File: src/rtl/rfatc_pkg.sv
// ----------------------------------------------------------------------------
// rfatc_pkg: shared types and constants
// Status codes, reading kinds, register indexes and field widths for the
// rangefinder averaging and tilt correction block.
// ----------------------------------------------------------------------------
`default_nettype none

package rfatc_pkg;

    // default sizes
    localparam int FILTER_DEPTH_DEF  = 5;
    localparam int DISTANCE_BITS_DEF = 16;

    // field widths
    localparam int DIST_W   = 16;
    localparam int COS_W    = 16;
    localparam int TILT_W   = 15;
    localparam int TIME_W   = 32;
    localparam int TMO_W    = 16;
    localparam int STATUS_W = 3;
    localparam int KIND_W   = 2;
    localparam int CFG_IDX_W  = 2;
    localparam int CFG_DATA_W = 16;

    // reading status codes
    localparam logic [STATUS_W-1:0] ST_VALID     = 3'd0;
    localparam logic [STATUS_W-1:0] ST_OOR       = 3'd1;
    localparam logic [STATUS_W-1:0] ST_FAIL      = 3'd2;
    localparam logic [STATUS_W-1:0] ST_NO_DATA   = 3'd3;
    localparam logic [STATUS_W-1:0] ST_NO_SENSOR = 3'd4;

    // raw reading kinds
    localparam logic [KIND_W-1:0] KIND_VALID = 2'd0;
    localparam logic [KIND_W-1:0] KIND_OOR   = 2'd1;
    localparam logic [KIND_W-1:0] KIND_FAIL  = 2'd2;

    // register indexes
    localparam logic [CFG_IDX_W-1:0] CFG_FILTER_EN = 2'd0;
    localparam logic [CFG_IDX_W-1:0] CFG_MAX_TILT  = 2'd1;
    localparam logic [CFG_IDX_W-1:0] CFG_TIMEOUT   = 2'd2;

    // register reset values
    localparam logic [TMO_W-1:0] TIMEOUT_RST = 16'd500;

endpackage

`default_nettype wire

File: src/rtl/rfatc_avg.sv
// ----------------------------------------------------------------------------
// rfatc_avg: ring averager
// Holds the sample ring, sums all slots one per cycle and divides the sum by
// the fill count with a restoring divider, one quotient bit per cycle. The
// sum and the divide share one add/subtract unit.
// ----------------------------------------------------------------------------
`default_nettype none

module rfatc_avg #(
    parameter int FILTER_DEPTH = rfatc_pkg::FILTER_DEPTH_DEF
) (
    input  wire logic                        i_clk,
    input  wire logic                        i_rst_n,
    input  wire logic                        i_push,
    input  wire logic [rfatc_pkg::DIST_W-1:0] i_sample,
    output logic                             o_done,
    output logic [rfatc_pkg::DIST_W-1:0]     o_avg
);
    import rfatc_pkg::*;

    localparam int SLOT_W = (FILTER_DEPTH > 1) ? $clog2(FILTER_DEPTH) : 1;
    localparam int CNT_W  = $clog2(FILTER_DEPTH + 1);
    localparam int SUM_W  = DIST_W + CNT_W;
    localparam int STEP_W = $clog2(SUM_W);
    localparam logic [SLOT_W-1:0] LAST_SLOT = SLOT_W'(FILTER_DEPTH - 1);
    localparam logic [CNT_W-1:0]  FULL      = CNT_W'(FILTER_DEPTH);
    localparam logic [STEP_W-1:0] LAST_STEP = STEP_W'(SUM_W - 1);

    typedef enum logic [1:0] {A_IDLE, A_SUM, A_DIV} t_avg_state;

    t_avg_state          r_state;
    logic [DIST_W-1:0]   r_ring [FILTER_DEPTH];
    logic [SLOT_W-1:0]   r_slot;
    logic [SLOT_W-1:0]   r_idx;
    logic [CNT_W-1:0]    r_fill;
    logic [SUM_W-1:0]    r_acc;
    logic [CNT_W-1:0]    r_rem;
    logic [SUM_W-1:0]    r_quo;
    logic [STEP_W-1:0]   r_step;
    logic                r_done;

    logic                alu_sub;
    logic [SUM_W-1:0]    alu_a;
    logic [SUM_W-1:0]    alu_b;
    logic [SUM_W:0]      alu_y;
    logic [CNT_W:0]      rem_sh;
    logic                ge;

    // shared add/subtract unit: accumulate in sum, trial subtract in divide
    assign rem_sh  = {r_rem, r_quo[SUM_W-1]};
    assign alu_sub = (r_state == A_DIV);
    always_comb begin
        alu_a = alu_sub ? SUM_W'(rem_sh) : r_acc;
        alu_b = alu_sub ? SUM_W'(r_fill) : SUM_W'(r_ring[r_idx]);
        if (alu_sub) begin
            alu_y = {1'b0, alu_a} - {1'b0, alu_b};
        end else begin
            alu_y = {1'b0, alu_a} + {1'b0, alu_b};
        end
    end
    assign ge = ~alu_y[SUM_W];

    // sequencer, ring and counters
    always_ff @(posedge i_clk) begin
        if (!i_rst_n) begin
            r_state <= A_IDLE;
            r_slot  <= '0;
            r_idx   <= '0;
            r_fill  <= '0;
            r_done  <= 1'b0;
            for (int k = 0; k < FILTER_DEPTH; k++) begin
                r_ring[k] <= '0;
            end
        end else begin
            r_done <= 1'b0;
            unique case (r_state)
                A_IDLE: begin
                    if (i_push) begin
                        r_ring[r_slot] <= i_sample;
                        r_slot  <= (r_slot == LAST_SLOT) ? '0 : r_slot + 1'b1;
                        if (r_fill != FULL) begin
                            r_fill <= r_fill + 1'b1;
                        end
                        r_idx   <= '0;
                        r_state <= A_SUM;
                    end
                end
                A_SUM: begin
                    r_idx <= r_idx + 1'b1;
                    if (r_idx == LAST_SLOT) begin
                        r_state <= A_DIV;
                    end
                end
                A_DIV: begin
                    if (r_step == LAST_STEP) begin
                        r_state <= A_IDLE;
                        r_done  <= 1'b1;
                    end
                end
                default: r_state <= A_IDLE;
            endcase
        end
    end

    // datapath words
    always_ff @(posedge i_clk) begin
        if (r_state == A_IDLE) begin
            r_acc <= '0;
        end else if (r_state == A_SUM) begin
            r_acc <= alu_y[SUM_W-1:0];
            if (r_idx == LAST_SLOT) begin
                r_quo  <= alu_y[SUM_W-1:0];
                r_rem  <= '0;
                r_step <= '0;
            end
        end else begin
            r_quo  <= {r_quo[SUM_W-2:0], ge};
            r_rem  <= ge ? alu_y[CNT_W-1:0] : rem_sh[CNT_W-1:0];
            r_step <= r_step + 1'b1;
        end
    end

    assign o_done = r_done;
    assign o_avg  = r_quo[DIST_W-1:0];

    // checks
    a_div_nonzero: assert property (@(posedge i_clk) disable iff (!i_rst_n)
        (r_state == A_DIV) |-> (r_fill != '0))
        else $error("divide started with empty ring");
    a_push_idle: assert property (@(posedge i_clk) disable iff (!i_rst_n)
        i_push |-> (r_state == A_IDLE))
        else $error("sample pushed while averager busy");
    a_done_after_div: assert property (@(posedge i_clk) disable iff (!i_rst_n)
        $rose(r_done) |-> ($past(r_state) == A_DIV))
        else $error("done without a divide");

endmodule

`default_nettype wire

File: src/rtl/rangefinder_average_tilt_correct.sv
// ----------------------------------------------------------------------------
// rangefinder_average_tilt_correct: rangefinder reading processor
// Optional ring average of valid distances, tilt correction of the raw
// distance and a response timeout health flag, one result word per reading.
// ----------------------------------------------------------------------------
//  channel   signals                          direction   word
//  input     i_in_valid / o_in_ready          in          status, distance, tilt, time
//  output    o_out_valid / i_out_ready        out         updated, raw, altitude, healthy
//  config    i_cfg_valid / o_cfg_ready        in          register index and data
//
//  a valid reading with the averager on goes through the ring sum, one ring
//  slot summed per cycle, then one quotient bit per cycle from the shared
//  add/subtract unit of the averager, then multiply and result register.
//  other readings go through multiply, then result register; no new data
//  goes straight to the result register.
//  o_in_ready is high only while the sequencer is idle; a result waiting on
//  i_out_ready does not block the next word, only its final write-back.
//  synchronous reset clears the ring and the held readings and returns the registers to their reset values.
// ----------------------------------------------------------------------------
`default_nettype none

module rangefinder_average_tilt_correct #(
    parameter int FILTER_DEPTH  = rfatc_pkg::FILTER_DEPTH_DEF,
    parameter int DISTANCE_BITS = rfatc_pkg::DISTANCE_BITS_DEF
) (
    input  wire logic                            i_clk,
    input  wire logic                            i_rst_n,
    // configuration
    input  wire logic                            i_cfg_valid,
    output logic                                 o_cfg_ready,
    input  wire logic [rfatc_pkg::CFG_IDX_W-1:0]  i_cfg_index,
    input  wire logic [rfatc_pkg::CFG_DATA_W-1:0] i_cfg_data,
    // readings
    input  wire logic                            i_in_valid,
    output logic                                 o_in_ready,
    input  wire logic [rfatc_pkg::STATUS_W-1:0]   i_reading_status,
    input  wire logic [rfatc_pkg::DIST_W-1:0]     i_distance_cm,
    input  wire logic signed [rfatc_pkg::COS_W-1:0] i_tilt_cos,
    input  wire logic [rfatc_pkg::TIME_W-1:0]     i_now_ms,
    // results
    output logic                                 o_out_valid,
    input  wire logic                            i_out_ready,
    output logic                                 o_updated,
    output logic [rfatc_pkg::KIND_W-1:0]          o_raw_state,
    output logic [rfatc_pkg::DIST_W-1:0]          o_raw_distance,
    output logic                                 o_altitude_valid,
    output logic [rfatc_pkg::DIST_W-1:0]          o_altitude_cm,
    output logic                                 o_healthy
);
    import rfatc_pkg::*;

    localparam logic [31:0] DIST_MAX  = (32'd1 << DISTANCE_BITS) - 32'd1;
    localparam logic [DIST_W-1:0] DIST_MASK = DIST_MAX[DIST_W-1:0];
    localparam int PROD_W = DIST_W + TILT_W;
    localparam int SHR_W  = PROD_W - 14;

    typedef enum logic [1:0] {S_IDLE, S_AVG, S_MUL, S_FIN} t_state;

    t_state              r_state;
    logic                r_filter_en;
    logic [TILT_W-1:0]   r_max_tilt;
    logic [TMO_W-1:0]    r_timeout;
    logic [KIND_W-1:0]   r_raw_kind;
    logic [DIST_W-1:0]   r_raw_value;
    logic                r_alt_ok;
    logic [DIST_W-1:0]   r_alt_value;
    logic [TIME_W-1:0]   r_last_resp;
    logic                r_upd;
    logic                r_out_valid;
    logic [TIME_W-1:0]   r_now;
    logic signed [COS_W-1:0] r_cos;
    logic [PROD_W-1:0]   r_prod;
    logic                r_alt_en;
    logic                r_o_updated;
    logic [KIND_W-1:0]   r_o_raw_state;
    logic [DIST_W-1:0]   r_o_raw_distance;
    logic                r_o_alt_valid;
    logic [DIST_W-1:0]   r_o_alt_cm;
    logic                r_o_healthy;

    logic                in_acc;
    logic                out_free;
    logic                avg_push;
    logic                avg_done;
    logic [DIST_W-1:0]   avg_value;
    logic [DIST_W-1:0]   dist_m;
    logic                tilt_ok;
    logic [SHR_W-1:0]    prod_sh;
    logic [DIST_W-1:0]   sat_val;
    logic                n_alt_ok;
    logic [DIST_W-1:0]   n_alt_value;
    logic [TIME_W-1:0]   age;
    logic                healthy;

    assign in_acc      = i_in_valid & o_in_ready;
    assign o_in_ready  = (r_state == S_IDLE);
    assign o_cfg_ready = 1'b1;
    assign out_free    = ~r_out_valid | i_out_ready;
    assign dist_m      = i_distance_cm & DIST_MASK;
    assign avg_push    = in_acc & (i_reading_status == ST_VALID) & r_filter_en;

    // ring averager
    rfatc_avg #(
        .FILTER_DEPTH (FILTER_DEPTH)
    ) u_avg (
        .i_clk    (i_clk),
        .i_rst_n  (i_rst_n),
        .i_push   (avg_push),
        .i_sample (dist_m),
        .o_done   (avg_done),
        .o_avg    (avg_value)
    );

    // tilt limit and saturated altitude
    assign tilt_ok = ~(r_cos < $signed({1'b0, r_max_tilt}));
    assign prod_sh = r_prod[PROD_W-1:14];
    assign sat_val = ({{(32-SHR_W){1'b0}}, prod_sh} > DIST_MAX) ? DIST_MAX[DIST_W-1:0]
                                                             : prod_sh[DIST_W-1:0];
    always_comb begin
        n_alt_ok    = r_alt_ok;
        n_alt_value = r_alt_value;
        if (r_upd) begin
            n_alt_ok    = r_alt_en;
            n_alt_value = r_alt_en ? sat_val : '0;
        end
    end

    // health from elapsed time
    assign age     = r_now - r_last_resp;
    assign healthy = (age < {{(TIME_W-TMO_W){1'b0}}, r_timeout});

    // sequencer, held readings and registers
    always_ff @(posedge i_clk) begin
        if (!i_rst_n) begin
            r_state     <= S_IDLE;
            r_filter_en <= 1'b0;
            r_max_tilt  <= '0;
            r_timeout   <= TIMEOUT_RST;
            r_raw_kind  <= KIND_OOR;
            r_raw_value <= '0;
            r_alt_ok    <= 1'b0;
            r_alt_value <= '0;
            r_last_resp <= '0;
            r_upd       <= 1'b0;
            r_out_valid <= 1'b0;
        end else begin
            // register writes
            if (i_cfg_valid) begin
                unique case (i_cfg_index)
                    CFG_FILTER_EN: r_filter_en <= i_cfg_data[0];
                    CFG_MAX_TILT:  r_max_tilt  <= i_cfg_data[TILT_W-1:0];
                    CFG_TIMEOUT:   r_timeout   <= i_cfg_data[TMO_W-1:0];
                    default:       ;
                endcase
            end

            // result word taken, unless a new one is loaded this cycle
            if (r_out_valid && i_out_ready && (r_state != S_FIN)) begin
                r_out_valid <= 1'b0;
            end

            unique case (r_state)
                S_IDLE: begin
                    if (in_acc) begin
                        r_upd <= (i_reading_status != ST_NO_DATA);
                        case (i_reading_status)
                            ST_NO_DATA: begin
                                r_state <= S_FIN;
                            end
                            ST_VALID: begin
                                r_last_resp <= i_now_ms;
                                r_raw_kind  <= KIND_VALID;
                                if (r_filter_en) begin
                                    r_state <= S_AVG;
                                end else begin
                                    r_raw_value <= dist_m;
                                    r_state     <= S_MUL;
                                end
                            end
                            ST_OOR: begin
                                r_last_resp <= i_now_ms;
                                r_raw_kind  <= KIND_OOR;
                                r_raw_value <= '0;
                                r_state     <= S_MUL;
                            end
                            ST_NO_SENSOR: begin
                                r_raw_kind  <= KIND_OOR;
                                r_raw_value <= '0;
                                r_state     <= S_MUL;
                            end
                            default: begin
                                r_raw_kind  <= KIND_FAIL;
                                r_raw_value <= '0;
                                r_state     <= S_MUL;
                            end
                        endcase
                    end
                end
                S_AVG: begin
                    if (avg_done) begin
                        r_raw_value <= avg_value;
                        r_state     <= S_MUL;
                    end
                end
                S_MUL: begin
                    r_state <= S_FIN;
                end
                S_FIN: begin
                    if (out_free) begin
                        r_alt_ok    <= n_alt_ok;
                        r_alt_value <= n_alt_value;
                        r_out_valid <= 1'b1;
                        r_state     <= S_IDLE;
                    end
                end
                default: r_state <= S_IDLE;
            endcase
        end
    end

    // payload: reading capture, product and result word
    always_ff @(posedge i_clk) begin
        if (in_acc) begin
            r_now <= i_now_ms;
            r_cos <= i_tilt_cos;
        end
        if (r_state == S_MUL) begin
            r_prod   <= PROD_W'(r_raw_value) * PROD_W'(r_cos[TILT_W-1:0]);
            r_alt_en <= tilt_ok & (r_raw_kind == KIND_VALID);
        end
        if (r_state == S_FIN && out_free) begin
            r_o_updated      <= r_upd;
            r_o_raw_state    <= r_raw_kind;
            r_o_raw_distance <= r_raw_value;
            r_o_alt_valid    <= n_alt_ok;
            r_o_alt_cm       <= n_alt_value;
            r_o_healthy      <= healthy;
        end
    end

    assign o_out_valid      = r_out_valid;
    assign o_updated        = r_o_updated;
    assign o_raw_state      = r_o_raw_state;
    assign o_raw_distance   = r_o_raw_distance;
    assign o_altitude_valid = r_o_alt_valid;
    assign o_altitude_cm    = r_o_alt_cm;
    assign o_healthy        = r_o_healthy;

    // checks
    a_avg_in_wait: assert property (@(posedge i_clk) disable iff (!i_rst_n)
        avg_done |-> (r_state == S_AVG))
        else $error("average finished outside its wait state");
    a_filter_path: assert property (@(posedge i_clk) disable iff (!i_rst_n)
        avg_push |=> (r_state == S_AVG))
        else $error("filtered reading skipped the averager");
    a_alt_needs_valid: assert property (@(posedge i_clk) disable iff (!i_rst_n)
        ((r_state == S_IDLE) && r_alt_ok) |-> (r_raw_kind == KIND_VALID))
        else $error("altitude usable without a valid raw reading");
    a_out_from_fin: assert property (@(posedge i_clk) disable iff (!i_rst_n)
        $rose(r_out_valid) |-> ($past(r_state) == S_FIN))
        else $error("result word loaded outside the final state");

endmodule

`default_nettype wire

File: config.mk
export PLATFORM = sky130hd
export DESIGN_NAME = rangefinder_average_tilt_correct
export DESIGN_NICKNAME = d
export VERILOG_FILES = /design/src/rtl/rfatc_pkg.sv /design/src/rtl/rfatc_avg.sv /design/src/rtl/rangefinder_average_tilt_correct.sv
export SDC_FILE = /design/constraint.sdc
export NUM_CORES = 1
export LEC_CHECK = 0
export BUFFER_PORTS_ARGS = -buffer_cell sky130_fd_sc_hd__buf_2
export CAP_MARGIN = 20
export CORE_MARGIN = 8
export CORE_UTILIZATION = 30
export DETAILED_ROUTE_END_ITERATION = 6
export GPL_ROUTABILITY_DRIVEN = 0
export SLEW_MARGIN = 25
export SYNTH_ARGS = -nofsm -noshare
export SYNTH_HDL_FRONTEND = slang
export SYNTH_HIERARCHICAL = 1
export SYNTH_SLANG_ARGS = --single-unit
File: constraint.sdc
create_clock -name i_clk -period 15.7 [get_ports i_clk]
set_input_delay 0.785 -clock i_clk [delete_from_list [all_inputs] [get_ports i_clk]]
set_output_delay 0.785 -clock i_clk [all_outputs]
set_load 0.005 [all_outputs]
==> results_dict.tcl, run 1 <==
set metrics [dict create \
    root_buffer "clkbuf_16" \
    final_nets 3152 \
    cp_max_fo 17 \
    drtIter0Drc 1387 \
    fin_skew_ns 0.05864 \
    p_per_area_nw_per_um2 168.3 \
    via_per_inst 4.781 \
    drt_wl_total_um 71070 \
    power_mw 5.095 \
    worst_slew_pin_slew_ns 1.058 \
    core_area_um2 89600 \
    clk_latency_ns 0.62 \
    arrival_ns 7.44 \
    clock_path_buffers 3 \
    cp_top_family "adder cells" \
    whs_path_depth 1 \
    ant_nets 0 \
    ys.flop_type "edfxtp_1" \
    fin_crit_sh 0.4523 \
    yosysWarnings 6 \
    r2r_cells 21 \
    synth_area_leader_cell "edfxtp_1" \
    setup_tns_ns 0 \
    die_width_um 316.1 \
    cts_inserted_buffers 45 \
    crit_top_cell "fa_1" \
    drive_gt1_frac 0.1010 \
    synthTopCellsByArea "edfxtp_1, fa_1, dfxtp_1" \
    ys_seq_elements 395 \
    post-place-ws_ns 8.594 \
    hpwl_um 51100 \
    period_needed_ns 7.102 \
    path_buf_inv 4 \
    cp-start-kind "register" \
    setup_ws_ns 8.598 \
    cp_slowest_cell "o41ai_1" \
    hold_viol_final 0 \
    postSynth.asyncResetShare 0 \
    rsz0062_at_grt "false" \
    syn_area_um2 27020 \
    cts_tree "yes" \
    clock.fmax_mhz 140.8 \
    rows 110 \
    syn2layout_area_growth_pct 12.04 \
    path_clk_slew_ns 0.07 \
    ys_types 84 \
    ir_drop_v 0.0001978 \
    grt_max_degree 93 \
    p_leak_nw 12.63 \
    max_stage_delay_ns 0.66 \
    wl_per_cell_um 18.12 \
    required_ns 16.04 \
    dr.pass1.iters 5 \
    start_util 0.3015 \
    finalSetupViolCount 0 \
    maxCapViolCount 0 \
    path_cells "and2_1, fa_1, inv_1, fa_1, inv_1, fa_1, ha_1, fa_1, inv_1, fa_1, inv_1, ha_1, a211oi_1, nand2_1, a221oi_1, a211oi_1, nor2_1, o22ai_1, o41ai_1, o21bai_1, xor2_1" \
    final-max-slew-violation-count 0 \
    num-fill-cells 9020 \
    crit_path_end_kind "register" \
    grt_first_pass_wirelength_um 111100 \
    antenna_found_initial 15 \
    die-area_um2 99910 \
    cts.sinks 395 \
    synth.most_common_cell "nand2_1" \
    synth_edf_count 258 \
    grt_usage 0.1417 \
    crit_cells 21 \
    vias 18750 \
    netlist_instances 2624 \
    yosys.area.top_type_share 0.2868 \
    ios 130 \
    post_cts_buffers 0 \
    worstSetupPathType "register to register" \
    grt_pass1_vias 19290 \
    cts_resized 0 \
    hp-class "input port to register" \
    synth_common_cells "nand2_1, inv_1, edfxtp_1" \
    die_h_um 316.1 \
    io_buffers 128 \
    cts_htree_levels 2 \
    synth.avg_cell_area_um2 10.30 \
    cts_hold_buf 0 \
    drcViolationCount 0 \
    slew_headroom 0.2950 \
    grt_remaining_overflow 0 \
    ys_seq_area_frac 0.3883 \
    status "finished, final reports clean" \
    syn_nets 3079 \
]
layout make-up:
cell class | count | area (µm²) | share of cell area
timing repair buffer | 155 | 845.8 | 0.02794
tap | 1176 | 1471 | 0.04861
clock inverter | 25 | 280.3 | 0.009259
multi-input combinational | 1792 | 14790 | 0.4887
clock buffer | 58 | 1195 | 0.03948
inverter | 308 | 1156 | 0.03819
antenna | 14 | 35.03 | 0.001157
sequential | 395 | 10490 | 0.3466
state kept, by name (all words and copies together), names as in the netlist, 3 cells and up, named ones only:
name,count
u_avg/r_ring,128
u_avg/r_slot,3
u_avg/r_idx,3
u_avg/r_quo,19
r_raw_value,16
r_cos,16
r_timeout,16
r_last_resp,32
u_avg/r_rem,3
r_prod,17
r_alt_value,16
u_avg/r_fill,3
r_max_tilt,15
o_altitude_cm,16
o_raw_distance,16
u_avg/r_acc,19
u_avg/r_step,5
r_now,32
kinds of logic (layout without fill, tap and decap cells):
kind of cell,after synthesis,after routing,synth area share
AND/OR/NAND/NOR,894,894,0.1646
buffers and inverters,437,546,0.06502
AO/OA/AOI/OAI,399,399,0.1028
flip-flops,395,395,0.3883
adder cells (fa/ha/maj),365,365,0.2193
multiplexers,67,67,0.03835
XOR/XNOR,66,66,0.02140
other,1,15,0.0001388
layer usage:
| layer | up-vias | track usage | share of wire |
|---|---|---|---|
| met2 | 416 | 0.2329 | 0.46 |
| met3 | 119 | 0.02476 | 0.054 |
| met5 | - | 0 | 0.00068 |
| met1 | 9216 | 0.1906 | 0.46 |
| li1 | 8995 | - | - |
| met4 | 8 | 0.04195 | 0.026 |
worst paths after layout:
kind | from | endpoint | slack (ns)
worst max-delay path | r_cos[5] | r_prod[29] | 8.60
worst min-delay path | i_tilt_cos[1] | r_cos[1] | 0.37
worst max register to register | r_cos[5] | r_prod[29] | 8.60
worst min register to register | u_avg/r_acc[11] | u_avg/r_acc[11] | 0.45
worst register-to-register path: stages, from the launching register on:
cell and delay [ns]:
edfxtp_1 0.62, and2_1 0.29, fa_1 0.53, inv_1 0.05, fa_1 0.52, inv_1 0.05
fa_1 0.46, ha_1 0.33, fa_1 0.53, inv_1 0.05, fa_1 0.53, inv_1 0.05
ha_1 0.30, a211oi_1 0.23, nand2_1 0.08, a221oi_1 0.57, a211oi_1 0.20, nor2_1 0.29
o22ai_1 0.20, o41ai_1 0.66, o21bai_1 0.15, xor2_1 0.16
placed cells by master (no fill, tap or decap), types with 8 or more instances in the layout:
cell	count
a21boi_0	61
a21o_1	39
a21oi_1	58
a22oi_1	19
a31oi_1	13
and2_1	246
and3_1	13
buf_2	127
buf_4	28
clkbuf_1	11
clkbuf_16	45
dfxtp_1	135
diode_2	14
edfxtp_1	258
fa_1	181
ha_1	184
inv_1	306
mux2i_1	29
mux4_2	27
nand2_1	376
nand2b_1	21
nand3_1	26
nand3b_1	8
nand4_1	14
nor2_1	98
nor2b_1	18
nor3_1	25
nor3b_1	24
o211a_1	18
o211ai_1	31
o21a_1	18
o21ai_0	62
o21ai_1	14
xnor2_1	45
xor2_1	21
per-stage QoR:
step | util | area, µm² | hold slack, ns | cells
after CTS | 0.3374 | 30230 | 0.3164 | 3909
after global placement | 0.3210 | 28760 | 0.4252 | 3826
after floorplan | - | 27020 | 0.4064 | 2624
after detailed placement | 0.3210 | 28760 | 0.4320 | 3826
after global routing | 0.3375 | 30240 | 0.3325 | 3912
final | 0.3378 | 30270 | 0.3691 | 3923
power by group:
part,total [mW],internal (mW),switching [mW]
Sequential,1.46,1.31,0.158
Clock,1.06,0.597,0.459
Combinational,2.57,1.10,1.48
Note: power is estimated with default switching activity, not from simulation.
==> inputs of run 2 (changes only) <==
Clock period 15.7 ns to 6.71 ns, I/O delays scaled along.
==> results_dict.tcl, run 2 (synthesis gave the netlist of run 1 again) <==
set metrics [dict create \
    root_buffer "clkbuf_16" \
    p_leak_nw 13.15 \
    crit_top_cell "fa_1" \
    die_h_um 316.1 \
    path_clk_slew_ns 0.07 \
    grt_max_degree 88 \
    finalSetupViolCount 0 \
    worstSetupPathType "register to register" \
    required_ns 7.01 \
    wl_per_cell_um 18.07 \
    period_needed_ns 6.356 \
    max_stage_delay_ns 0.56 \
    hp-class "input port to register" \
    grt_remaining_overflow 0 \
    path_cells "buf_4, nand2_1, fa_1, inv_1, fa_1, fa_1, fa_1, fa_1, inv_1, fa_1, inv_1, ha_1, o21a_1, o21a_1, nand2_1, a211oi_1, nor2_2, o22ai_1, o41ai_2, buf_4, o21bai_1, xor2_1" \
    whs_ns 0.03491 \
    via_per_inst 4.778 \
    worst_slew_pin_slew_ns 1.044 \
    ir_drop_v 0.0004758 \
    grt_usage 0.1438 \
    crit_path_end_kind "register" \
    hpwl_um 53230 \
    die-area_um2 99910 \
    clock.fmax_mhz 157.3 \
    cp-start-kind "register" \
    cp_slowest_cell "edfxtp_1" \
    dr.pass1.iters 7 \
    grt_first_pass_wirelength_um 113100 \
    ant_nets 0 \
    cts_inserted_buffers 44 \
    seq_area_um2 10490 \
    ios 130 \
    clock_path_buffers 3 \
    instances_no_fill 4018 \
    final_common_cell "nand2_1" \
    cts_tree "yes" \
    cp_max_fo 9 \
    largest-register "u_avg/r_ring" \
    largest_reg_flops 128 \
    cts.sinks 395 \
    drt_wl_total_um 72610 \
    arrival_ns 6.65 \
    syn2layout_area_growth_pct 15.60 \
    io_buffers 128 \
    clk_latency_ns 0.60 \
    placed_cells 3862 \
    vias 19200 \
    cts_htree_levels 2 \
    drive_gt1_frac 0.1205 \
    start_util 0.3015 \
    fin_skew_ns 0.05616 \
    final_util 0.3486 \
    rows 110 \
    antenna_found_initial 11 \
    maxCapViolCount 0 \
    reg_top3 "u_avg/r_ring: 128 flops, r_last_resp: 32 flops, r_now: 32 flops" \
    num-fill-cells 8962 \
    slew_headroom 0.3040 \
    layout_common_cells "nand2_1, inv_1, edfxtp_1" \
    setup_ws_ns 0.3540 \
    status "complete, but fails checks" \
    violations "DRC" \
    post-place-ws_ns 0.2301 \
    setup_tns_ns 0 \
    multi_input_area_um2 14810 \
    hold_viol_final 0 \
    fin_crit_sh 0.9472 \
    rsz0062_at_grt "false" \
    final-max-slew-violation-count 0 \
    p_per_area_nw_per_um2 387.9 \
    drcViolationCount 8 \
    drtIter0Drc 1382 \
    grt_pass1_vias 19500 \
    core_area_um2 89600 \
    final_nets 3257 \
    die_width_um 316.1 \
]
==> run 2: changes by cell type in the layout (fill, tap and decap cells not counted), moves of 3 or more <==
cell / delta
clkbuf_1: -8
dlygate4sd3_1: +52
diode_2: -9
buf_4: +52
clkinv_2: +3
==> run 2: report_power, final <==
part           internal (mW)  total, mW  leakage (nW)  switching (mW)
clock                   1.41       2.52         0.733            1.11
combinational           2.67       6.29          8.83            3.63
sequential              3.06       3.30          3.59           0.241
==> run 2: worst paths after layout <==
check | from | end | slack (ns) | cells after the start
max reg2reg | r_cos[9] | r_prod[29] | 0.35 | 22
min | i_tilt_cos[5] | r_cos[5] | 0.03 | 1
max | r_cos[9] | r_prod[29] | 0.35 | 22
min reg2reg | u_avg/r_acc[10] | u_avg/r_acc[10] | 0.44 | 2
==> run 2: metal layers <==
metal	track usage	vias to the layer above	routed length, µm
li1	-	9172	-
met1	0.1932	9453	32760
met2	0.2378	469	33910
met3	0.02482	100	4072
met4	0.04028	6	1825
met5	0	-	39
==> run 2: repair_timing <==
item	in CTS	in global routing
setup endpoints to repair	0	2
hold endpoints to repair	80	0
buffers inserted	0	17
resized for setup	0	4
hold buffers	52	0
==> run 2: metrics by stage <==
stage | area, µm² | power [mW]
CTS | 31050 | 12.20
global route | 31220 | 13.36
global placement | 29030 | 9.536
finish | 31230 | 12.11
detailed placement | 29030 | 9.567
floorplan | 27020 | 7.942
==> run 2: worst max-delay path: cells and delay by family (launching register included) <==
family	cells	cell delay [ns]
flip-flops	1	0.56
adder cells (fa/ha/maj)	7	3.40
XOR/XNOR	1	0.09
buffers and inverters	5	0.56
AND/OR/NAND/NOR	3	0.27
AO/OA/AOI/OAI	6	1.17
==> run 2: final cells by class <==
class / count / area share
well taps: 1176 / 0.04711
multi-input cells: 1792 / 0.4742
repair buffers: 261 / 0.05725
inverters: 308 / 0.03702
clock buffers: 49 / 0.03650
clock inverters: 32 / 0.01154
diodes: 5 / 0.0004006
flip-flops and latches: 395 / 0.3360
